## config.mk

```make
export PLATFORM = sky130hd
export DESIGN_NAME = text_header_line_skipper
export DESIGN_NICKNAME = d
export VERILOG_FILES = /design/src/sv/thls_pkg.sv /design/src/sv/thls_scan.sv /design/src/sv/text_header_line_skipper.sv
export SDC_FILE = /design/constraint.sdc
export NUM_CORES = 1
export LEC_CHECK = 0
export BUFFER_PORTS_ARGS = -buffer_cell sky130_fd_sc_hd__buf_2
export CELL_PAD_IN_SITES_DETAIL_PLACEMENT = 1
export CELL_PAD_IN_SITES_GLOBAL_PLACEMENT = 1
export CORE_MARGIN = 1
export CORE_UTILIZATION = 30
export DETAILED_ROUTE_END_ITERATION = 8
export HOLD_SLACK_MARGIN = 0.15
export PLACE_DENSITY_LB_ADDON = 0.05
export SLEW_MARGIN = 20
export SYNTH_ARGS = -nofsm -noshare
export SYNTH_HDL_FRONTEND = slang
export SYNTH_HIERARCHICAL = 1
export SYNTH_SLANG_ARGS = --single-unit
export TNS_END_PERCENT = 50
```

## constraint.sdc

```tcl
create_clock -name clk_i -period 10.8 [get_ports clk_i]
set_input_delay 1.62 -clock clk_i [delete_from_list [all_inputs] [get_ports clk_i]]
set_output_delay 1.62 -clock clk_i [all_outputs]
set_load 0.005 [all_outputs]
```

## src/sv/thls_pkg.sv

```systemverilog
// Shared constants and types for the text header line skipper.
// No dependencies; imported by thls_scan and text_header_line_skipper.
package thls_pkg;

  localparam logic [7:0] CH_LF    = 8'h0A;
  localparam logic [7:0] CH_CR    = 8'h0D;
  localparam logic [7:0] CH_QUOTE = 8'h22;

  localparam int PHASE_W = 2;
  localparam logic [PHASE_W-1:0] PH_FIXED = 2'd0;
  localparam logic [PHASE_W-1:0] PH_EXTRA = 2'd1;

  localparam int MATCH_W    = 4;
  localparam int CFG_IDX_W  = 3;
  localparam int CFG_DATA_W = 64;

  localparam logic [CFG_IDX_W-1:0] CFG_ROWS_TO_SKIP    = 3'd0;
  localparam logic [CFG_IDX_W-1:0] CFG_SKIP_EMPTY_ROWS = 3'd1;
  localparam logic [CFG_IDX_W-1:0] CFG_COMMENT_LEN     = 3'd2;
  localparam logic [CFG_IDX_W-1:0] CFG_COMMENT_BYTES   = 3'd3;
  localparam logic [CFG_IDX_W-1:0] CFG_QUOTE_AWARE     = 3'd4;

  typedef struct packed {
    logic [31:0] data_offset;
    logic [31:0] skipped_rows;
    logic        hit_end;
  } thls_result_t;

endpackage

```

## src/sv/thls_scan.sv

```systemverilog
// Per-byte scan state and next-state logic of the header line skipper.
// Depends on thls_pkg; instantiated by text_header_line_skipper.
module thls_scan import thls_pkg::*; #(
  parameter int COMMENT_MAX = 8,
  parameter int OFFSET_BITS = 32
) (
  input  logic               clk_i,
  input  logic               rst_ni,
  input  logic [15:0]        rows_to_skip_i,
  input  logic               skip_empty_rows_i,
  input  logic [3:0]         comment_len_i,
  input  logic [63:0]        comment_bytes_i,
  input  logic               quote_aware_i,
  input  logic               step_i,
  input  logic [7:0]         data_byte_i,
  input  logic               last_byte_i,
  output logic               fire_o,
  output thls_result_t       res_o
);

  logic                   first_q;
  logic [PHASE_W-1:0]     phase_q, ph;
  logic [15:0]            rows_left_q, rl;
  logic [OFFSET_BITS-1:0] pos_q, pos_next;
  logic [OFFSET_BITS-1:0] lsp_q, lsp, eoff;
  logic [MATCH_W-1:0]     pmi_q, pmi;
  logic                   lic_q, lic;
  logic                   iq_q, iq;
  logic                   pcr_q, pcr;
  logic                   als_q, als;
  logic                   fin_q, fin;
  logic                   pd_q, pd;
  logic [31:0]            rc_q, rc;
  logic [3:0]             clen;
  logic [7:0]             want;
  logic                   body, emit, eend, is_eol;

  always_comb begin
    clen     = (comment_len_i > 4'(COMMENT_MAX)) ? 4'(COMMENT_MAX) : comment_len_i;
    pos_next = (pos_q == '1) ? pos_q : pos_q + 1'b1;
    is_eol   = (data_byte_i == CH_LF) || (data_byte_i == CH_CR);
    ph       = first_q ? PH_FIXED : phase_q;
    rl       = first_q ? rows_to_skip_i : rows_left_q;
    lsp      = lsp_q;
    pmi      = pmi_q;
    lic      = lic_q;
    iq       = iq_q;
    pcr      = pcr_q;
    als      = als_q;
    fin      = fin_q;
    pd       = pd_q;
    rc       = rc_q;
    body     = 1'b1;
    emit     = 1'b0;
    eend     = 1'b0;
    eoff     = lsp_q;
    want     = 8'h00;
    if (!fin) begin
      if (als) begin
        if (pcr && data_byte_i == CH_LF) begin
          pcr  = 1'b0;
          lsp  = pos_next;
          body = 1'b0;
        end else begin
          pcr = 1'b0;
          if (ph == PH_FIXED && rl == '0) begin
            ph = PH_EXTRA;
          end
          als = 1'b0;
          pmi = '0;
          lic = 1'b0;
          iq  = 1'b0;
          pd  = (clen == '0);
          if (ph == PH_FIXED) begin
            rl = rl - 1'b1;
            rc = (rc == '1) ? rc : rc + 1'b1;
          end else if (skip_empty_rows_i && is_eol) begin
            rc   = (rc == '1) ? rc : rc + 1'b1;
            pcr  = (data_byte_i == CH_CR);
            als  = 1'b1;
            lsp  = pos_next;
            body = 1'b0;
          end
        end
      end
      if (body) begin
        if (iq) begin
          if (data_byte_i == CH_QUOTE) begin
            iq = 1'b0;
          end
        end else begin
          if (!pd && !lic) begin
            want = comment_bytes_i[{pmi[2:0], 3'b000} +: 8];
            if (data_byte_i == want) begin
              pmi = pmi + 1'b1;
              if (pmi >= clen) begin
                lic = 1'b1;
                if (ph == PH_EXTRA) begin
                  rc = (rc == '1) ? rc : rc + 1'b1;
                end
              end
            end else begin
              pd = 1'b1;
            end
          end
          if (ph == PH_EXTRA && pd) begin
            emit = 1'b1;
            eoff = lsp;
            eend = 1'b0;
            fin  = 1'b1;
          end else if (is_eol) begin
            pcr = (data_byte_i == CH_CR);
            als = 1'b1;
            lsp = pos_next;
          end else if (data_byte_i == CH_QUOTE && quote_aware_i && ph == PH_FIXED && !lic) begin
            iq = 1'b1;
          end
        end
      end
    end
    if (last_byte_i && !fin) begin
      emit = 1'b1;
      fin  = 1'b1;
      if (ph == PH_EXTRA && !als && !lic && !pd) begin
        eoff = lsp;
        eend = 1'b0;
      end else begin
        eoff = pos_next;
        eend = 1'b1;
      end
    end
  end

  assign fire_o             = emit;
  assign res_o.data_offset  = 32'(eoff);
  assign res_o.skipped_rows = rc;
  assign res_o.hit_end      = eend;

  always_ff @(posedge clk_i or negedge rst_ni) begin
    if (!rst_ni) begin
      first_q     <= 1'b1;
      phase_q     <= PH_FIXED;
      rows_left_q <= '0;
      pos_q       <= '0;
      lsp_q       <= '0;
      pmi_q       <= '0;
      lic_q       <= 1'b0;
      iq_q        <= 1'b0;
      pcr_q       <= 1'b0;
      als_q       <= 1'b1;
      fin_q       <= 1'b0;
      pd_q        <= 1'b0;
      rc_q        <= '0;
    end else if (step_i) begin
      if (last_byte_i) begin
        first_q     <= 1'b1;
        phase_q     <= PH_FIXED;
        rows_left_q <= '0;
        pos_q       <= '0;
        lsp_q       <= '0;
        pmi_q       <= '0;
        lic_q       <= 1'b0;
        iq_q        <= 1'b0;
        pcr_q       <= 1'b0;
        als_q       <= 1'b1;
        fin_q       <= 1'b0;
        pd_q        <= 1'b0;
        rc_q        <= '0;
      end else begin
        first_q     <= 1'b0;
        phase_q     <= ph;
        rows_left_q <= rl;
        pos_q       <= pos_next;
        lsp_q       <= lsp;
        pmi_q       <= pmi;
        lic_q       <= lic;
        iq_q        <= iq;
        pcr_q       <= pcr;
        als_q       <= als;
        fin_q       <= fin;
        pd_q        <= pd;
        rc_q        <= rc;
      end
    end
  end

  a_rearm: assert property (@(posedge clk_i) disable iff (!rst_ni)
    step_i && last_byte_i |=> first_q && pos_q == '0 && rc_q == '0)
    else $error("scan not rearmed after final byte");

  a_one_result: assert property (@(posedge clk_i) disable iff (!rst_ni)
    fin_q |-> !fire_o)
    else $error("second result within one buffer");

  a_first_pos: assert property (@(posedge clk_i) disable iff (!rst_ni)
    first_q |-> pos_q == '0 && !fin_q)
    else $error("first-byte flag out of step with position");

endmodule

```

## src/sv/text_header_line_skipper.sv

```systemverilog
// Top level of the text header line skipper: configuration registers,
// result register and handshakes. Depends on thls_pkg and thls_scan.
//
//   channel  direction  handshake              payload
//   in       input      in_valid_i/in_ready_o   data_byte_i, last_byte_i
//   out      output     out_valid_o/out_ready_i data_offset_o, skipped_rows_o, hit_end_o
//   cfg      input      cfg_we_i                cfg_index_i, cfg_data_i
//
// One byte per cycle while in_ready_o is high; each byte updates the scan state in
// the cycle it is taken, and a result shows on the output register the next cycle.
// Reset clears the configuration to zero and rearms the scan for a new buffer.
// A pending result stalls only a byte that would produce another result;
// other bytes keep flowing while the result waits.
module text_header_line_skipper import thls_pkg::*; #(
  parameter int COMMENT_MAX = 8,
  parameter int OFFSET_BITS = 32
) (
  input  logic                  clk_i,
  input  logic                  rst_ni,
  input  logic                  cfg_we_i,
  input  logic [CFG_IDX_W-1:0]  cfg_index_i,
  input  logic [CFG_DATA_W-1:0] cfg_data_i,
  input  logic                  in_valid_i,
  output logic                  in_ready_o,
  input  logic [7:0]            data_byte_i,
  input  logic                  last_byte_i,
  output logic                  out_valid_o,
  input  logic                  out_ready_i,
  output logic [31:0]           data_offset_o,
  output logic [31:0]           skipped_rows_o,
  output logic                  hit_end_o
);

  logic [15:0]  rows_to_skip_q;
  logic         skip_empty_rows_q;
  logic [3:0]   comment_len_q;
  logic [63:0]  comment_bytes_q;
  logic         quote_aware_q;
  logic         out_valid_q;
  thls_result_t res_q;
  thls_result_t res;
  logic         fire;
  logic         step;

  always_ff @(posedge clk_i or negedge rst_ni) begin
    if (!rst_ni) begin
      rows_to_skip_q    <= '0;
      skip_empty_rows_q <= 1'b0;
      comment_len_q     <= '0;
      comment_bytes_q   <= '0;
      quote_aware_q     <= 1'b0;
    end else if (cfg_we_i) begin
      case (cfg_index_i)
        CFG_ROWS_TO_SKIP:    rows_to_skip_q    <= cfg_data_i[15:0];
        CFG_SKIP_EMPTY_ROWS: skip_empty_rows_q <= cfg_data_i[0];
        CFG_COMMENT_LEN:     comment_len_q     <= cfg_data_i[3:0];
        CFG_COMMENT_BYTES:   comment_bytes_q   <= cfg_data_i;
        CFG_QUOTE_AWARE:     quote_aware_q     <= cfg_data_i[0];
        default: ;
      endcase
    end
  end

  thls_scan #(
    .COMMENT_MAX(COMMENT_MAX),
    .OFFSET_BITS(OFFSET_BITS)
  ) u_scan (
    .clk_i,
    .rst_ni,
    .rows_to_skip_i    (rows_to_skip_q),
    .skip_empty_rows_i (skip_empty_rows_q),
    .comment_len_i     (comment_len_q),
    .comment_bytes_i   (comment_bytes_q),
    .quote_aware_i     (quote_aware_q),
    .step_i            (step),
    .data_byte_i,
    .last_byte_i,
    .fire_o            (fire),
    .res_o             (res)
  );

  assign in_ready_o = !out_valid_q || out_ready_i || !fire;
  assign step       = in_valid_i && in_ready_o;

  // hold the result until its transfer completes
  always_ff @(posedge clk_i or negedge rst_ni) begin
    if (!rst_ni) begin
      out_valid_q <= 1'b0;
    end else if (step && fire) begin
      out_valid_q <= 1'b1;
    end else if (out_ready_i) begin
      out_valid_q <= 1'b0;
    end
  end

  always_ff @(posedge clk_i) begin
    if (step && fire) begin
      res_q <= res;
    end
  end

  assign out_valid_o    = out_valid_q;
  assign data_offset_o  = res_q.data_offset;
  assign skipped_rows_o = res_q.skipped_rows;
  assign hit_end_o      = res_q.hit_end;

  a_no_overwrite: assert property (@(posedge clk_i) disable iff (!rst_ni)
    out_valid_q && !out_ready_i && step |-> !fire)
    else $error("pending result overwritten");

  a_result_source: assert property (@(posedge clk_i) disable iff (!rst_ni)
    $rose(out_valid_q) |-> $past(step && fire))
    else $error("result raised without a producing byte");

  a_hold_result: assert property (@(posedge clk_i) disable iff (!rst_ni)
    out_valid_q && !out_ready_i |=> out_valid_q && $stable(res_q))
    else $error("waiting result dropped or changed");

endmodule

```

### Yosys cells after proc, flatten, opt, wreduce, memory -nomap -nowiden

Cells that the tools add are included.

| storage, ports and cells | value |
|---|---|
| flip-flop bits (word level) | 277 |
| output and inout bits | 67 |

| operators by class | value |
|---|---|
| add/sub/neg operators | 5 |
| magnitude comparators | 2 |
| equal/unequal tests | 14 |
| shift operators | 1 |
| multiplexer cells | 132 |
| reductions and logical operators | 39 |

Operators with widths:

| cell | count |
|---|---|
| $mux 32 | 33 |
| $add 32x1->32 const B | 3 |
| $eq 32x32->1 const B | 3 |
| $mux 16 | 6 |
| $mux 1 | 73 |
| $shiftx 64x7->8 | 1 |
| $mux 4 | 10 |
| $mux 2 | 10 |
| $eq 8x4->1 const B | 2 |
| $logic_not 16->1 | 1 |
| $sub 16x1->16 const B | 1 |
| $logic_and 1x1->1 | 14 |
| $reduce_and 2->1 | 6 |
| $logic_not 1->1 | 9 |
| $eq 8x6->1 const B | 1 |
| $eq 8x8->1 | 1 |
| $eq 3x2->1 const B | 2 |
| $logic_not 2->1 | 3 |
| $add 4x1->4 const B | 1 |
| $eq 2x1->1 const B | 2 |
| $ge 4x4->1 | 1 |
| $gt 4x4->1 const B | 1 |
| $logic_not 4->1 | 1 |
| $eq 3x1->1 const B | 1 |
| other kinds (5) | 7 |

### Longest topological paths before layout

Gate-level depths: netlist of the first run.

| logic depth | value |
|---|---|
| depth in word-level cells | 27 |
| mapped depth | 21 |
| depth with buffers taken out | 17 |

### By module

The synthesis of the first run kept the hierarchy.

Modules (own cells, without submodules):

| module | times used | cells an instance | area each (um^2) | seq. area each (um^2) |
|---|---|---|---|---|
| thls_scan | 1 | 1255 | 10276.1 | 3130.5 |
| text_header_line_skipper | 1 | 257 | 5280.1 | 4129.0 |

### Worst setup path before layout of the first run

No wires, ideal clock.

| timing path | value |
|---|---|
| kind | input to register |
| start | input port data_byte_i[0] |
| end | register res_q, in the netlist data_offset_o[0], enable pin |
| setup time | 488 ps |
| arrival time | 6609 ps |
| setup slack | 3703 ps |
| stages | 11 |
| path buffers | 0 |
| cell sequence | or4bb_1 o31ai_4 mux2i_1 mux2_2 nand4_1 nor4_2 nor3_1 nor2_1 nor2_1 nand2_1 nor2_1 |

| between the ends | value |
|---|---|
| longest elaborated chain between the ends | 24 |

Ends and longest elaborated chain:

| item | RTL line | RTL |
|---|---|---|
| start: declaration | text_header_line_skipper.sv:25 | `input logic [7:0] data_byte_i,` |
| $eq 8x4->1 | thls_scan.sv:41, thls_scan.sv:60 |  |
| $logic_and 1x1->1 | thls_scan.sv:60 | `if (pcr && data_byte_i == CH_LF) begin` |
| $mux 4 | thls_scan.sv:60 |  |
| $mux 4 | thls_scan.sv:59 | `if (als) begin` |
| $mux 4 | thls_scan.sv:58 | `if (!fin) begin` |
| $shiftx 64x7->8 | thls_scan.sv:93 | `want = comment_bytes_i[{pmi[2:0], 3'b000} +: 8];` |
| $eq 8x8->1 | thls_scan.sv:94 | `if (data_byte_i == want) begin` |
| $mux 1 | thls_scan.sv:94 |  |
| [... 9 more ...] | -- |  |
| $logic_not 1->1 | thls_scan.sv:121 | `if (last_byte_i && !fin) begin` |
| $logic_and 1x1->1 | thls_scan.sv:121 |  |
| $mux 1 * | thls_scan.sv:121 |  |
| named net fire | text_header_line_skipper.sv:42 | `logic fire;` |
| $logic_not 1->1 | text_header_line_skipper.sv:82 | `assign in_ready_o = !out_valid_q \|\| out_ready_i \|\| !fire;` |
| $logic_or 1x1->1 | text_header_line_skipper.sv:82 |  |
| $logic_and 1x1->1 | text_header_line_skipper.sv:83 | `assign step = in_valid_i && in_ready_o;` |
| $logic_and 1x1->1 * | text_header_line_skipper.sv:97 | `if (step && fire) begin` |
| end signal: assignment | text_header_line_skipper.sv:98 | `res_q <= res;` |
| end: declaration | text_header_line_skipper.sv:40 | `thls_result_t res_q;` |

Mark *: on every way through the listed nets, which the timed path passes. The rest lies on a longest branch. The select of a mux whose other input is x is not followed.
A chain may end at the register's enable or synchronous reset.

### Worst setup path in the final report of the first run

| timing path | value |
|---|---|
| start | input port data_byte_i[0] |
| end | register u_scan.iq_q |

| between the ends | value |
|---|---|
| longest elaborated chain between the ends | 24 |

Ends and longest elaborated chain:

| item | RTL line | RTL |
|---|---|---|
| $eq 8x4->1 | thls_scan.sv:41, thls_scan.sv:60 |  |
| $logic_and 1x1->1 | thls_scan.sv:60 |  |
| $mux 4 | thls_scan.sv:60 |  |
| $mux 4 | thls_scan.sv:59 |  |
| $mux 4 | thls_scan.sv:58 |  |
| $shiftx 64x7->8 | thls_scan.sv:93 |  |
| $eq 8x8->1 | thls_scan.sv:94 |  |
| $mux 1 | thls_scan.sv:94 |  |
| [... 10 more ...] | -- |  |
| $logic_and 1x1->1 | thls_scan.sv:121 |  |
| $mux 1 * | thls_scan.sv:121 |  |
| named net fire | text_header_line_skipper.sv:42 |  |
| $logic_not 1->1 * | text_header_line_skipper.sv:82 |  |
| $logic_or 1x1->1 * | text_header_line_skipper.sv:82 |  |
| $logic_and 1x1->1 * | text_header_line_skipper.sv:83 |  |
| named net step | text_header_line_skipper.sv:43 | `logic step;` |
| $reduce_and 2->1 (no line) * | -- |  |
| end signal: assignment | thls_scan.sv:177 | `iq_q <= iq;` |
| end: declaration | thls_scan.sv:28 | `logic iq_q, iq;` |

Marked as above.

==> impl_metrics.sql, run 1 <==
INSERT INTO impl_metrics (metric_group, metric, value, unit) VALUES
('routing', 'route.top_layer_used', 'met5', ''),
('grt', 'maximum_number_of_pins_on_one_net_before_global_route_repair', '95', ''),
('flow_run', 'cap_violations', '0', ''),
('yosys', 'synthesis.area_per_instance', '10.29', 'um^2'),
('yosys', 'synth_largest_type_area_fraction', '0.3378', ''),
('cells_and_area', 'stdcell_count', '2339', ''),
('grt', 'number_of_antenna_violations_at_the_first_check_in_global_routing', '4', ''),
('yosys', 'asyncSetResetFlopFracSynth', '0.7653', ''),
('floorplanning', 'core_region_area', '51300', 'um^2'),
('timing', 'slew_headroom', '0.2841', ''),
('routing', 'detail_route.first_pass.iterations', '5', ''),
('yosys', 'post_synth_instance_area', '15560', 'um^2'),
('grt', 'grt_pass1_vias', '13000', ''),
('routing', 'routed_via_density', '5.316', ''),
('clock_tree', 'clock_insertion_delay_worst_skew', '0.56', 'ns'),
('yosys', 'synth_seq_cells', '277', ''),
('cells_and_area', 'drive_above_1_share', '0.2227', ''),
('clock_tree', 'clock_sink_count', '277', ''),
('clock_tree', 'clk_root_buffer_cell', 'sky130_fd_sc_hd__clkbuf_16', ''),
('clock_tree', 'cts.path.max_buffers', '3', ''),
('place', 'dp_slack', '3.350', 'ns'),
('cells_and_area', 'fill_cells', '5807', ''),
('yosys', 'synth_cells', '1512', ''),
('routing', 'post_drt_wl_per_cell', '20.58', 'um'),
('cells_and_area', 'fin_nets', '1718', ''),
('grt', 'groute.usage.overall', '0.1843', ''),
('yosys', 'synth-edff-count', '65', ''),
('routing', 'drc', '0', ''),
('yosys', 'yosysUniqueCellTypes', '90', ''),
('grt', 'first_pass_grt_wire_length', '76880', 'um'),
('pwr', 'leakagePower', '7.199', 'nW'),
('routing', 'met3_length', '1801', 'um'),
('yosys', 'yosysWarnings', '6', ''),
('clock_tree', 'post_cts_setup_buffers', '0', ''),
('status', 'run_status', 'complete, no violations', ''),
('floorplanning', 'die_height', '229.7', 'um'),
('setup_path', 'setup.worst_path.end_class', 'flip-flop', ''),
('clock_tree', 'cts.htree.levels', '2', ''),
('timing', 'timing.final.ws_setup', '3.953', 'ns'),
('yosys', 'leading_area_contributor_after_synthesis', 'sky130_fd_sc_hd__dfrtp_1', ''),
('place', 'placement.io_buffers', '147', ''),
('pwr', 'powerDensity', '180.5', 'nW/um^2'),
('setup_path', 'crit_type', 'in -> reg', ''),
('place', 'post-place-cells', '2268', ''),
('timing', 'finalSetupViolations', '0', ''),
('floorplanning', 'design.portCount', '148', ''),
('routing', 'drt_iter0_markers', '615', ''),
('floorplanning', 'die_area', '52770', 'um^2'),
('timing', 'period_minus_slack', '6.847', 'ns'),
('setup_path', 'cp.arrival', '7.32', 'ns'),
('routing', 'final_antenna_net_count', '0', ''),
('timing', 'slew_viol_final', '0', ''),
('pwr', 'ir_drop', '0.00009631', 'V'),
('setup_path', 'timing.critical_path.fanout_max', '36', ''),
('setup_path', 'cp.required', '11.28', 'ns'),
('floorplanning', 'die_width', '229.7', 'um'),
('routing', 'route.final.wire_length', '48150', 'um'),
('place', 'gp_routability_congestion', '0.8203', ''),
('yosys', 'synth-main-ff-cell', 'sky130_fd_sc_hd__dfrtp_1', ''),
('place', 'detailedPlacementHpwl', '32980', 'um'),
('routing', 'wl_met2', '21820', 'um'),
('grt', 'grt-ovfl-total', '0', ''),
('timing', 'rsz0062_at_grt', 'false', ''),
('yosys', 'netlist_top_cells_area', 'sky130_fd_sc_hd__dfrtp_1, sky130_fd_sc_hd__edfxtp_1, sky130_fd_sc_hd__mux2_2', ''),
('setup_path', 'kind_of_start_point_of_the_critical_path', 'input port', ''),
('min_path', 'hold_path_class', 'reg -> reg', ''),
('timing', 'hold_fails_final_rpt', '0', ''),
('floorplanning', 'row_count', '83', ''),
('timing', 'finalSetupTns', '0', 'ns'),
('clock_tree', 'cts_inserted_buffers', '37', ''),
('clock_tree', 'ctsHoldBuffers', '0', ''),
('timing', 'worst_slew_pin_slew', '1.070', 'ns'),
('yosys', 'syn_nets', '1602', ''),
('routing', 'routedLengthMet1', '23450', 'um'),
('floorplanning', 'floorplan.initialDensity', '0.3032', ''),
('timing', 'fmax', '146.0', 'MHz'),
('yosys', 'sequential_to_total_area_share_from_yosys_stat', '0.4667', ''),
('clock_tree', 'resized_after_cts', '0', ''),
('routing', 'total_via_count_after_detailed_routing', '12430', ''),
('clock_tree', 'tritoncts', 'done', ''),
('timing', 'post-route-period-util', '0.6340', ''),
('timing', 'fin_worst_skew', '0.01768', 'ns'),
('cells_and_area', 'area_growth_syn_to_layout', '16.95', '%'),
('clock_tree', 'worst_setup_hold_path_clk_slew', '0.06', 'ns');
-- flip-flops by register name (all words and copies together) (netlist names), 16 cells and up --
signal              cells
comment_bytes_q        64
u_scan/lsp_q           32
skipped_rows_o         32
data_offset_o          32
u_scan/rows_left_q     16
rows_to_skip_q         16
u_scan/rc_q            32
u_scan/pos_q           32
-- cell usage after synthesis, types with 21 or more instances --
library cell,count
sky130_fd_sc_hd__nor2_1,65
sky130_fd_sc_hd__xor2_1,42
sky130_fd_sc_hd__nand3_1,42
sky130_fd_sc_hd__nor3_1,37
sky130_fd_sc_hd__nand2_1,150
sky130_fd_sc_hd__mux2i_1,21
sky130_fd_sc_hd__or3_1,23
sky130_fd_sc_hd__mux2_2,96
sky130_fd_sc_hd__o21ai_0,115
sky130_fd_sc_hd__edfxtp_1,65
sky130_fd_sc_hd__clkbuf_1,72
sky130_fd_sc_hd__o2bb2ai_1,61
sky130_fd_sc_hd__xnor2_1,56
sky130_fd_sc_hd__inv_1,39
sky130_fd_sc_hd__dfrtp_1,210
sky130_fd_sc_hd__a21oi_1,39
sky130_fd_sc_hd__nand4_1,21
-- where the power goes --
| group | switching, mW | total, mW | internal, mW |
|---|---|---|---|
| clock network | 0.501 | 1.25 | 0.751 |
| registers | 0.135 | 1.36 | 1.23 |
| logic | 0.386 | 0.669 | 0.282 |
| total | 1.02 | 3.28 | 2.26 |
-- kinds of logic (layout without fill, tap and decap cells) --
logic type | count (synthesis) | in the layout | share of synthesized area
xor+xnor | 98 | 98 | 0.05518
mux | 127 | 127 | 0.09676
other cells | 0 | 2 | 0
flops | 277 | 277 | 0.4667
fa+ha+maj | 9 | 9 | 0.007239
compound gates | 401 | 401 | 0.1804
simple gates | 462 | 462 | 0.1552
buf+inv | 138 | 283 | 0.03853
-- path summary, 6_finish.rpt --
path / startpoint / endpoint / slack [ns] / cells past startpoint
worst max-delay path: data_byte_i[0] / u_scan/iq_q$_DFFE_PN0P_ / 3.95 / 18
worst min-delay path: u_scan/lsp_q[29]$_DFFE_PN0P_ / u_scan/lsp_q[29]$_DFFE_PN0P_ / 0.49 / 1
worst max register to register: u_scan/rc_q[0]$_DFFE_PN0P_ / skipped_rows_o[23]$_DFFE_PP_ / 4.46 / 14
worst min register to register: u_scan/lsp_q[29]$_DFFE_PN0P_ / u_scan/lsp_q[29]$_DFFE_PN0P_ / 0.49 / 1
max in group asynchronous: rst_ni / comment_bytes_q[58]$_DFFE_PN0P_ / 7.65 / 3
min in group asynchronous: rst_ni / rows_to_skip_q[12]$_DFFE_PN0P_ / 1.07 / 1
-- area by class of cell --
type	count	area [um^2]	share of cell area
inverter	41	153.9	0.008459
sequential	277	7261	0.3991
clock inverter	19	203.9	0.01121
antenna	2	5.005	0.0002751
timing repair buffer	174	952.2	0.05233
multi-input combinational	1097	7735	0.4251
tap	680	850.8	0.04676
clock buffer	49	1032	0.05674
-- metrics by stage --
step | hold WS (ns) | util | total power, mW | cell area (um^2)
CTS | 0.4903 | 0.3543 | 3.345 | 18180
finish | 0.4876 | 0.3546 | 3.284 | 18190
floorplan | 0.4560 | - | 1.798 | 15560
global placement | 0.4704 | 0.3302 | 2.043 | 16940
global route | 0.5079 | 0.3546 | 3.465 | 18190
detailed placement | 0.4735 | 0.3302 | 2.060 | 16940
-- layout by cell type (no fill, tap or decap), drive strengths merged, types with 11 or more instances in the layout --
| cell | instances |
|---|---|
| dfrtp | 210 |
| buf | 174 |
| nand2 | 150 |
| o21ai | 129 |
| mux2 | 97 |
| edfxtp | 65 |
| nor2 | 65 |
| o2bb2ai | 61 |
| xnor2 | 56 |
| clkbuf | 49 |
| nand3 | 43 |
| xor2 | 42 |
| inv | 42 |
| a21oi | 40 |
| nor3 | 37 |
| or3 | 23 |
| nor4 | 23 |
| mux2i | 21 |
| nand4 | 21 |
| a31oi | 20 |
| and3 | 19 |
| a211oi | 17 |
| nor2b | 15 |
| a22oi | 15 |
| o31a | 14 |
| clkinv | 14 |
| nand2b | 11 |
| a21o | 11 |
| o22ai | 11 |
| a22o | 11 |
-- layer usage --
metal | GRT usage | vias to the layer above
met3 | 0.03063 | 65
met5 | 0 | -
met4 | 0.05132 | 4
met2 | 0.2923 | 199
met1 | 0.2581 | 6269
li1 | - | 5897
-- worst max-delay path: stages --
cell and delay, ns:
sky130_fd_sc_hd__buf_2 0.14, sky130_fd_sc_hd__or4bb_1 0.62, sky130_fd_sc_hd__o31ai_4 0.74, sky130_fd_sc_hd__mux2i_1 0.30
sky130_fd_sc_hd__xor2_1 0.16, sky130_fd_sc_hd__nand4_1 0.13, sky130_fd_sc_hd__nor4_2 0.74, sky130_fd_sc_hd__nor3_1 0.22
sky130_fd_sc_hd__nor2_1 0.15, sky130_fd_sc_hd__nor2_1 0.09, sky130_fd_sc_hd__a21boi_2 0.56, sky130_fd_sc_hd__inv_2 0.49
sky130_fd_sc_hd__nor2_1 0.26, sky130_fd_sc_hd__nand2_1 0.08, sky130_fd_sc_hd__buf_4 0.27, sky130_fd_sc_hd__a2111oi_0 0.43
sky130_fd_sc_hd__nand4_1 0.14, sky130_fd_sc_hd__o21ai_0 0.16
Note: power is estimated with default switching activity, not from simulation.
==> inputs of run 2 (changes only) <==
- ABC_AREA: unset -> 1
- clock period: 10.8 -> 7.2 ns (I/O delays scaled with it)
==> run 2 against run 1 <==
Effect of this change:
- register-to-register slack worse by 2.5 ns
- critical path depth up 7
- largest power group unchanged
- non-clock buffer count fell by 12
- utilization decreased by 0.73 points
- sequential share of layout area decreased by 3.0 points
- combinational power increased by 55%
- power increased by 47%
==> impl_metrics.sql, run 2 <==
INSERT INTO impl_metrics (metric_group, metric, value, unit) VALUES
('timing', 'hold_fails_final_rpt', '0', ''),
('grt', 'maximum_number_of_pins_on_one_net_before_global_route_repair', '121', ''),
('floorplanning', 'row_count', '87', ''),
('routing', 'drc', '0', ''),
('cells_and_area', 'drive_above_1_share', '0.1300', ''),
('pwr', 'powerDensity', '245.8', 'nW/um^2'),
('yosys', 'largest_family_of_logic_cells_by_synthesized_area', 'simple AND/OR/NAND/NOR gates', ''),
('yosys', 'netlist_top_cells_area', 'sky130_fd_sc_hd__dfrtp_1, sky130_fd_sc_hd__nand2_1, sky130_fd_sc_hd__edfxtp_1', ''),
('timing', 'slew_headroom', '0.3861', ''),
('yosys', 'syn_nets', '2475', ''),
('routing', 'post_drt_wl_per_cell', '18.47', 'um'),
('grt', 'grt_pass1_vias', '16990', ''),
('clock_tree', 'resized_after_cts', '0', ''),
('setup_path', 'setup.worst_path.end_class', 'flip-flop', ''),
('yosys', 'synth_seq_cells', '277', ''),
('routing', 'drt_iter0_markers', '906', ''),
('routing', 'final_antenna_net_count', '0', ''),
('cells_and_area', 'fin_nets', '2578', ''),
('grt', 'grt-ovfl-total', '0', ''),
('cells_and_area', 'area_growth_syn_to_layout', '14.08', '%'),
('flow_run', 'cap_violations', '0', ''),
('place', 'detailedPlacementHpwl', '43260', 'um'),
('setup_path', 'cp.arrival', '5.79', 'ns'),
('cells_and_area', 'layout_common_cells', 'sky130_fd_sc_hd__nand2_1, sky130_fd_sc_hd__nand3_1, sky130_fd_sc_hd__inv_1', ''),
('cells_and_area', 'design_area', '19660', 'um^2'),
('floorplanning', 'die_height', '241.7', 'um'),
('yosys', 'post-synth-top-count-cell', 'sky130_fd_sc_hd__nand2_1', ''),
('yosys', 'asyncSetResetFlopFracSynth', '0.7653', ''),
('place', 'gp_routability_congestion', '0.8725', ''),
('grt', 'groute.usage.overall', '0.2086', ''),
('timing', 'post-route-period-util', '0.7460', ''),
('clock_tree', 'cts.path.max_buffers', '3', ''),
('setup_path', 'cp.required', '7.62', 'ns'),
('yosys', 'synthSimpleGateAreaFrac', '0.3930', ''),
('routing', 'total_via_count_after_detailed_routing', '16140', ''),
('clock_tree', 'ctsHoldBuffers', '0', ''),
('timing', 'slew_viol_final', '0', ''),
('yosys', 'synth.area.mux_share', '0.001162', ''),
('clock_tree', 'clock_insertion_delay_worst_skew', '0.57', 'ns'),
('cells_and_area', 'fill_cells', '7063', ''),
('grt', 'first_pass_grt_wire_length', '97260', 'um'),
('yosys', 'post_synth_instance_area', '17240', 'um^2'),
('clock_tree', 'tritoncts', 'done', ''),
('yosys', 'ys_top_cells_by_count', 'sky130_fd_sc_hd__nand2_1, sky130_fd_sc_hd__nand3_1, sky130_fd_sc_hd__inv_1', ''),
('yosys', 'synthesis.area_per_instance', '7.227', 'um^2'),
('yosys', 'yosysWarnings', '6', ''),
('timing', 'rsz0062_at_grt', 'false', ''),
('clock_tree', 'cts_inserted_buffers', '37', ''),
('yosys', 'leading_area_contributor_after_synthesis', 'sky130_fd_sc_hd__dfrtp_1', ''),
('cells_and_area', 'layout_commonest_cell', 'sky130_fd_sc_hd__nand2_1', ''),
('yosys', 'synth-edff-count', '65', ''),
('timing', 'fin_worst_skew', '0.02820', 'ns'),
('yosys', 'synth-compound-area-share', '0.07020', ''),
('floorplanning', 'design.portCount', '148', ''),
('status', 'run_status', 'complete, no violations', ''),
('cells_and_area', 'largest_register_ff_count', '64', ''),
('yosys', 'yosysUniqueCellTypes', '56', ''),
('timing', 'finalSetupViolations', '0', ''),
('setup_path', 'crit_type', 'in -> reg', ''),
('routing', 'route.final.wire_length', '60460', 'um'),
('clock_tree', 'clk_root_buffer_cell', 'sky130_fd_sc_hd__clkbuf_16', ''),
('timing', 'worst_slew_pin_slew', '0.9208', 'ns'),
('pwr', 'ir_drop', '0.0001291', 'V'),
('timing', 'finalSetupTns', '0', 'ns'),
('timing', 'period_minus_slack', '5.371', 'ns'),
('yosys', 'synth_cells', '2385', ''),
('cells_and_area', 'registers.top_by_ff_count', 'comment_bytes_q', ''),
('routing', 'routed_via_density', '4.932', ''),
('clock_tree', 'post_cts_setup_buffers', '0', ''),
('floorplanning', 'floorplan.initialDensity', '0.3045', ''),
('cells_and_area', 'layout.area.seq', '7259', 'um^2'),
('yosys', 'synth-main-ff-cell', 'sky130_fd_sc_hd__dfrtp_1', ''),
('yosys', 'synth_largest_type_area_fraction', '0.3049', ''),
('grt', 'number_of_antenna_violations_at_the_first_check_in_global_routing', '1', ''),
('min_path', 'hold_path_class', 'reg -> reg', ''),
('routing', 'detail_route.first_pass.iterations', '5', ''),
('setup_path', 'timing.critical_path.fanout_max', '34', ''),
('place', 'placed_area', '18480', 'um^2'),
('floorplanning', 'die_width', '241.7', 'um'),
('place', 'placement.io_buffers', '147', ''),
('timing', 'fmax', '186.2', 'MHz'),
('yosys', 'sequential_to_total_area_share_from_yosys_stat', '0.4212', ''),
('cells_and_area', 'multi_input_area', '8494', 'um^2'),
('clock_tree', 'worst_setup_hold_path_clk_slew', '0.06', 'ns'),
('setup_path', 'kind_of_start_point_of_the_critical_path', 'input port', ''),
('pwr', 'leakagePower', '9.268', 'nW'),
('yosys', 'synthXorXnorAreaFrac', '0.02120', ''),
('yosys', 'post_synth_fa_ha_maj_area_fraction', '0.006534', ''),
('floorplanning', 'die_area', '58410', 'um^2'),
('floorplanning', 'core_region_area', '56600', 'um^2'),
('setup_path', 'setup.reg_to_reg.worst_slack', '1.92', 'ns'),
('clock_tree', 'clock_sink_count', '277', ''),
('clock_tree', 'cts.htree.levels', '2', '');
-- run 2: cell count changes in the layout (fill, tap and decap cells not counted), sizes merged, moves of 15 or more --
cell     previous run  this run
nand2             150       902
a31oi              20         3
nand4              21        44
and3               19         0
xnor2              56         3
mux2               97         0
a22oi              15         0
or3                23         0
nor2               65       169
o2bb2ai            61         0
nand3              43       335
mux2i              21         2
inv                42       240
a211oi             17         0
-- run 2: final timing paths --
kind / startpoint / endpoint / cells past startpoint
max reg2reg: u_scan/first_q$_DFFE_PN1P_ / data_offset_o[29]$_DFFE_PP_ / 19
min reg2reg: comment_len_q[0]$_DFFE_PN0P_ / comment_len_q[0]$_DFFE_PN0P_ / 2
max in group asynchronous: rst_ni / u_scan/pmi_q[2]$_DFFE_PN0P_ / 2
min in group asynchronous: rst_ni / u_scan/rc_q[12]$_DFFE_PN0P_ / 1
max: data_byte_i[7] / data_offset_o[29]$_DFFE_PP_ / 25
min: comment_len_q[0]$_DFFE_PN0P_ / comment_len_q[0]$_DFFE_PN0P_ / 2
-- run 2: metal layers --
metal  share of wire  global-route usage  vias up
met4           0.018             0.05045        0
met3           0.029             0.02531       63
met1            0.48              0.2845     7925
met5               0                   0        -
li1                -                   -     7948
met2            0.47              0.3499      208
-- run 2: cells by family after synthesis --
kind of cell	Yosys count
AOI/OAI and AO/OA	213
adders and majority gates	9
buffers and inverters	336
muxes	2
xor gates and xnor gates	37
and+or+nand+nor	1511
DFF	277
-- run 2: layout make-up --
cell class | count | share of cell area
Tap cell | 756 | 0.04811
Timing Repair Buffer | 162 | 0.04493
Antenna cell | 1 | 0.0001273
Clock inverter | 22 | 0.009481
Inverter | 238 | 0.04550
Sequential cell | 277 | 0.3692
Multi-Input combinational cell | 1772 | 0.4320
Clock buffer | 45 | 0.05065
-- run 2: stage by stage --
step                hold WS, ns  setup WS, ns  power [mW]  cells    util
finish                   0.4696         1.829       4.833   3273  0.3474
global placement         0.4619         1.538       3.027   3205  0.3264
detailed placement       0.4635         1.253       3.051   3205  0.3264
global route             0.5135         1.383       5.116   3273  0.3474
CTS                      0.4772         1.745       4.923   3272  0.3473
floorplan                0.4416         2.460       2.638   2385       -
-- run 2: report_power, final --
group	internal, mW	switching, mW	leakage, nW
sequential	1.82	0.151	3.44
clock	1.06	0.763	0.588
combinational	0.307	0.729	5.24
-- run 2: critical path: stages --
cell                       delay (ns)
sky130_fd_sc_hd__buf_2           0.11
sky130_fd_sc_hd__inv_1           0.06
sky130_fd_sc_hd__nand2_1         0.15
sky130_fd_sc_hd__nor2_4          0.06
sky130_fd_sc_hd__nand3_4         0.10
sky130_fd_sc_hd__nand2_8         0.14
sky130_fd_sc_hd__nand2_4         0.21
sky130_fd_sc_hd__clkinv_2        0.35
sky130_fd_sc_hd__ha_1            0.36
sky130_fd_sc_hd__xnor2_1         0.23
sky130_fd_sc_hd__ha_1            0.27
sky130_fd_sc_hd__nand2_1         0.06
sky130_fd_sc_hd__inv_1           0.05
sky130_fd_sc_hd__o21ai_0         0.06
sky130_fd_sc_hd__nand2_1         0.07
sky130_fd_sc_hd__a31oi_1         0.44
sky130_fd_sc_hd__nor2_1          0.14
sky130_fd_sc_hd__nand4_1         0.15
sky130_fd_sc_hd__o21ai_0         0.13
sky130_fd_sc_hd__nor2_1          0.31
sky130_fd_sc_hd__nand3_4         0.42
sky130_fd_sc_hd__nor2_4          0.19
sky130_fd_sc_hd__buf_4           0.43
sky130_fd_sc_hd__nand2_1         0.10
sky130_fd_sc_hd__nand3_1         0.09
==> inputs of run 3 (changes only) <==
- clock period: 7.2 -> 4.5 ns (I/O delays scaled with it)
==> run 3 against run 2 <==
Effect of this change:
- worst setup slack lost 1.6 ns
- global-route usage grew 0.20 points
- wire length grew 0.70%
- combinational power grew 77%
- cell count grew 2.2%
==> impl_metrics.sql, run 3 (synthesized netlist as in run 2, its figures left out) <==
INSERT INTO impl_metrics (metric_group, metric, value, unit) VALUES
('status', 'run_status', 'complete, no violations', ''),
('pwr', 'leakagePower', '9.683', 'nW'),
('cells_and_area', 'num_antenna_cells', '0', ''),
('setup_path', 'kind_of_start_point_of_the_critical_path', 'flip-flop', ''),
('timing', 'hold_fails_final_rpt', '0', ''),
('min_path', 'hold_path_class', 'in -> async', ''),
('pwr', 'intPower', '5.267', 'mW'),
('timing', 'finalSetupTns', '0', 'ns'),
('cells_and_area', 'fin_util', '0.3613', ''),
('cells_and_area', 'drive_above_1_share', '0.1626', ''),
('setup_path', 'timing.critical_path.fanout_max', '18', ''),
('cells_and_area', 'layout_commonest_cell', 'sky130_fd_sc_hd__nand2_1', ''),
('cells_and_area', 'area_growth_syn_to_layout', '18.66', '%'),
('setup_path', 'worstPathCellList', 'buf_12 -> nand2_1 -> nand2_2 -> nor2_4 -> nand2_1 -> nor2_1 -> nand2_2 -> nand3_4 -> buf_4 -> nand2_1 -> inv_1 -> o21ai_4 -> nand2_4 -> inv_6 -> nand2_2 -> a21oi_2 -> nand3_1 -> buf_4 -> buf_2', ''),
('grt', 'number_of_antenna_violations_at_the_first_check_in_global_routing', '1', ''),
('place', 'placed_area', '19080', 'um^2'),
('pwr', 'power.sequential.fraction', '0.396', ''),
('timing', 'period_minus_slack', '4.261', 'ns'),
('clock_tree', 'worst_setup_hold_path_clk_slew', '0.06', 'ns'),
('clock_tree', 'cts.htree.levels', '2', ''),
('clock_tree', 'cts_inserted_buffers', '37', ''),
('setup_path', 'critical-path-max-stage-delay', '0.68', 'ns'),
('grt', 'grt_pass1_vias', '17250', ''),
('timing', 'fmax', '234.7', 'MHz'),
('routing', 'drt_iter0_markers', '784', ''),
('cells_and_area', 'largest_register_ff_count', '64', ''),
('cells_and_area', 'design_area', '20450', 'um^2'),
('floorplanning', 'die_height', '241.7', 'um'),
('timing', 'post-route-period-util', '0.9469', ''),
('setup_path', 'setup.reg_to_reg.worst_slack', '0.25', 'ns'),
('grt', 'grt-ovfl-total', '0', ''),
('clock_tree', 'clock_insertion_delay_worst_skew', '0.58', 'ns'),
('routing', 'final_antenna_net_count', '0', ''),
('setup_path', 'crit_type', 'reg -> out', ''),
('cells_and_area', 'fin_nets', '2652', ''),
('setup_path', 'worst-r2r-cell-count', '23', ''),
('place', 'placement.io_buffers', '147', ''),
('floorplanning', 'die_area', '58410', 'um^2'),
('cells_and_area', 'layout_common_cells', 'sky130_fd_sc_hd__nand2_1, sky130_fd_sc_hd__nand3_1, sky130_fd_sc_hd__inv_1', ''),
('timing', 'timing.final.ws_setup', '0.2392', 'ns'),
('pwr', 'power.total', '7.941', 'mW'),
('place', 'dp_slack', '-0.1742', 'ns'),
('place', 'detailedPlacementHpwl', '43740', 'um'),
('place', 'post-place-cells', '3274', ''),
('timing', 'slew_headroom', '0.3691', ''),
('pwr', 'gate_power_share', '0.232', ''),
('routing', 'routed_via_density', '4.880', ''),
('setup_path', 'timing.critical_path.slowest_stage_cell', 'sky130_fd_sc_hd__dfstp_2', ''),
('grt', 'groute.usage.overall', '0.2105', ''),
('setup_path', 'worst_reg2reg_startpoint', 'u_scan/first_q$_DFFE_PN1P_', ''),
('routing', 'post_drt_wl_per_cell', '18.20', 'um'),
('floorplanning', 'core_region_area', '56600', 'um^2'),
('timing', 'slew_viol_final', '0', ''),
('floorplanning', 'floorplan.initialDensity', '0.3045', ''),
('cells_and_area', 'stdcell_count', '3345', ''),
('pwr', 'p_clk_frac', '0.372', ''),
('clock_tree', 'tritoncts', 'done', ''),
('floorplanning', 'design.portCount', '148', ''),
('setup_path', 'reg2reg_to', 'skipped_rows_o[30]$_DFFE_PP_', ''),
('grt', 'maximum_number_of_pins_on_one_net_before_global_route_repair', '108', ''),
('floorplanning', 'row_count', '87', ''),
('pwr', 'netSwitchingPower', '2.674', 'mW'),
('timing', 'hold_slack', '0.1913', 'ns'),
('timing', 'finalSetupViolations', '0', ''),
('routing', 'total_via_count_after_detailed_routing', '16320', ''),
('pwr', 'powerDensity', '388.3', 'nW/um^2'),
('grt', 'first_pass_grt_wire_length', '97900', 'um'),
('clock_tree', 'ctsHoldBuffers', '0', ''),
('pwr', 'ir_drop', '0.0002592', 'V'),
('pwr', 'swShare', '0.3367', ''),
('timing', 'worst_slew_pin_slew', '0.9463', 'ns'),
('setup_path', 'cp.arrival', '3.59', 'ns'),
('flow_run', 'cap_violations', '0', ''),
('place', 'gp_routability_congestion', '0.8355', ''),
('cells_and_area', 'registers.top_by_ff_count', 'comment_bytes_q', ''),
('timing', 'fin_worst_skew', '0.03249', 'ns'),
('routing', 'route.final.wire_length', '60880', 'um'),
('setup_path', 'cp.required', '3.83', 'ns'),
('clock_tree', 'cts.path.max_buffers', '3', ''),
('routing', 'detail_route.first_pass.iterations', '4', ''),
('setup_path', 'setup.worst_path.end_class', 'output port', ''),
('floorplanning', 'die_width', '241.7', 'um'),
('clock_tree', 'clk_root_buffer_cell', 'sky130_fd_sc_hd__clkbuf_16', ''),
('routing', 'drc', '0', ''),
('clock_tree', 'clock_sink_count', '277', '');
==> run 3: final cells by class <==
cell class | count | area, um^2
Sequential cell | 277 | 7261
Clock buffer | 51 | 1070
Fill cell | 7085 | 36150
Multi-Input combinational cell | 1772 | 8608
Timing Repair Buffer | 236 | 1526
Tap cell | 756 | 945.9
Clock inverter | 15 | 132.6
Inverter | 238 | 907.1
==> run 3: how the worst max path moves through the flow <==
stage          cells after the start                            to  slack, ns                        from
6_report                          19                    in_ready_o       0.24  u_scan/first_q$_DFFE_PN1P_
5_1_grt                           23  skipped_rows_o[30]$_DFFE_PP_      -0.06  u_scan/first_q$_DFFE_PN1P_
4_1_cts                           19                    in_ready_o      0.008  u_scan/first_q$_DFFE_PN1P_
3_5_place_dp                      26   data_offset_o[21]$_DFFE_PP_      -0.17              data_byte_i[6]
3_3_place_gp                      26   data_offset_o[21]$_DFFE_PP_     -0.008              data_byte_i[6]
2_1_floorplan                     24    data_offset_o[0]$_DFFE_PP_       0.17              data_byte_i[4]
==> run 3: power groups by stage <==
| stage | Clock (mW) | Sequential, mW | Combinational (mW) |
|---|---|---|---|
| 2_1_floorplan | 0 | 3.10 | 1.12 |
| 3_3_place_gp | 0 | 3.18 | 1.78 |
| 3_5_place_dp | 0 | 3.18 | 1.82 |
| 4_1_cts | 3.06 | 3.14 | 1.83 |
| 5_1_grt | 3.15 | 3.18 | 2.07 |
| 6_report | 2.96 | 3.14 | 1.84 |
==> run 3: worst max-delay path, delay by kind of cell (launching register included) <==
family / cells / cell delay, ns
simple gates: 11 / 1.10
buf+inv: 6 / 0.87
flops: 1 / 0.68
compound gates: 2 / 0.35
==> run 3: repair_timing <==
action | in CTS | in global routing
endpoints found under the hold margin | 0 | 0
setup endpoints to repair | 1 | 61
resized for setup | 5 | 30
buffers inserted | 0 | 5
pin swaps | 0 | 5
==> run 3: layer usage <==
layer,track usage,routed length (um),up-vias
met1,0.2850,29290,7986
li1,-,-,8084
met4,0.05380,1055,2
met5,0,17,-
met3,0.02564,1586,60
met2,0.3545,28940,191
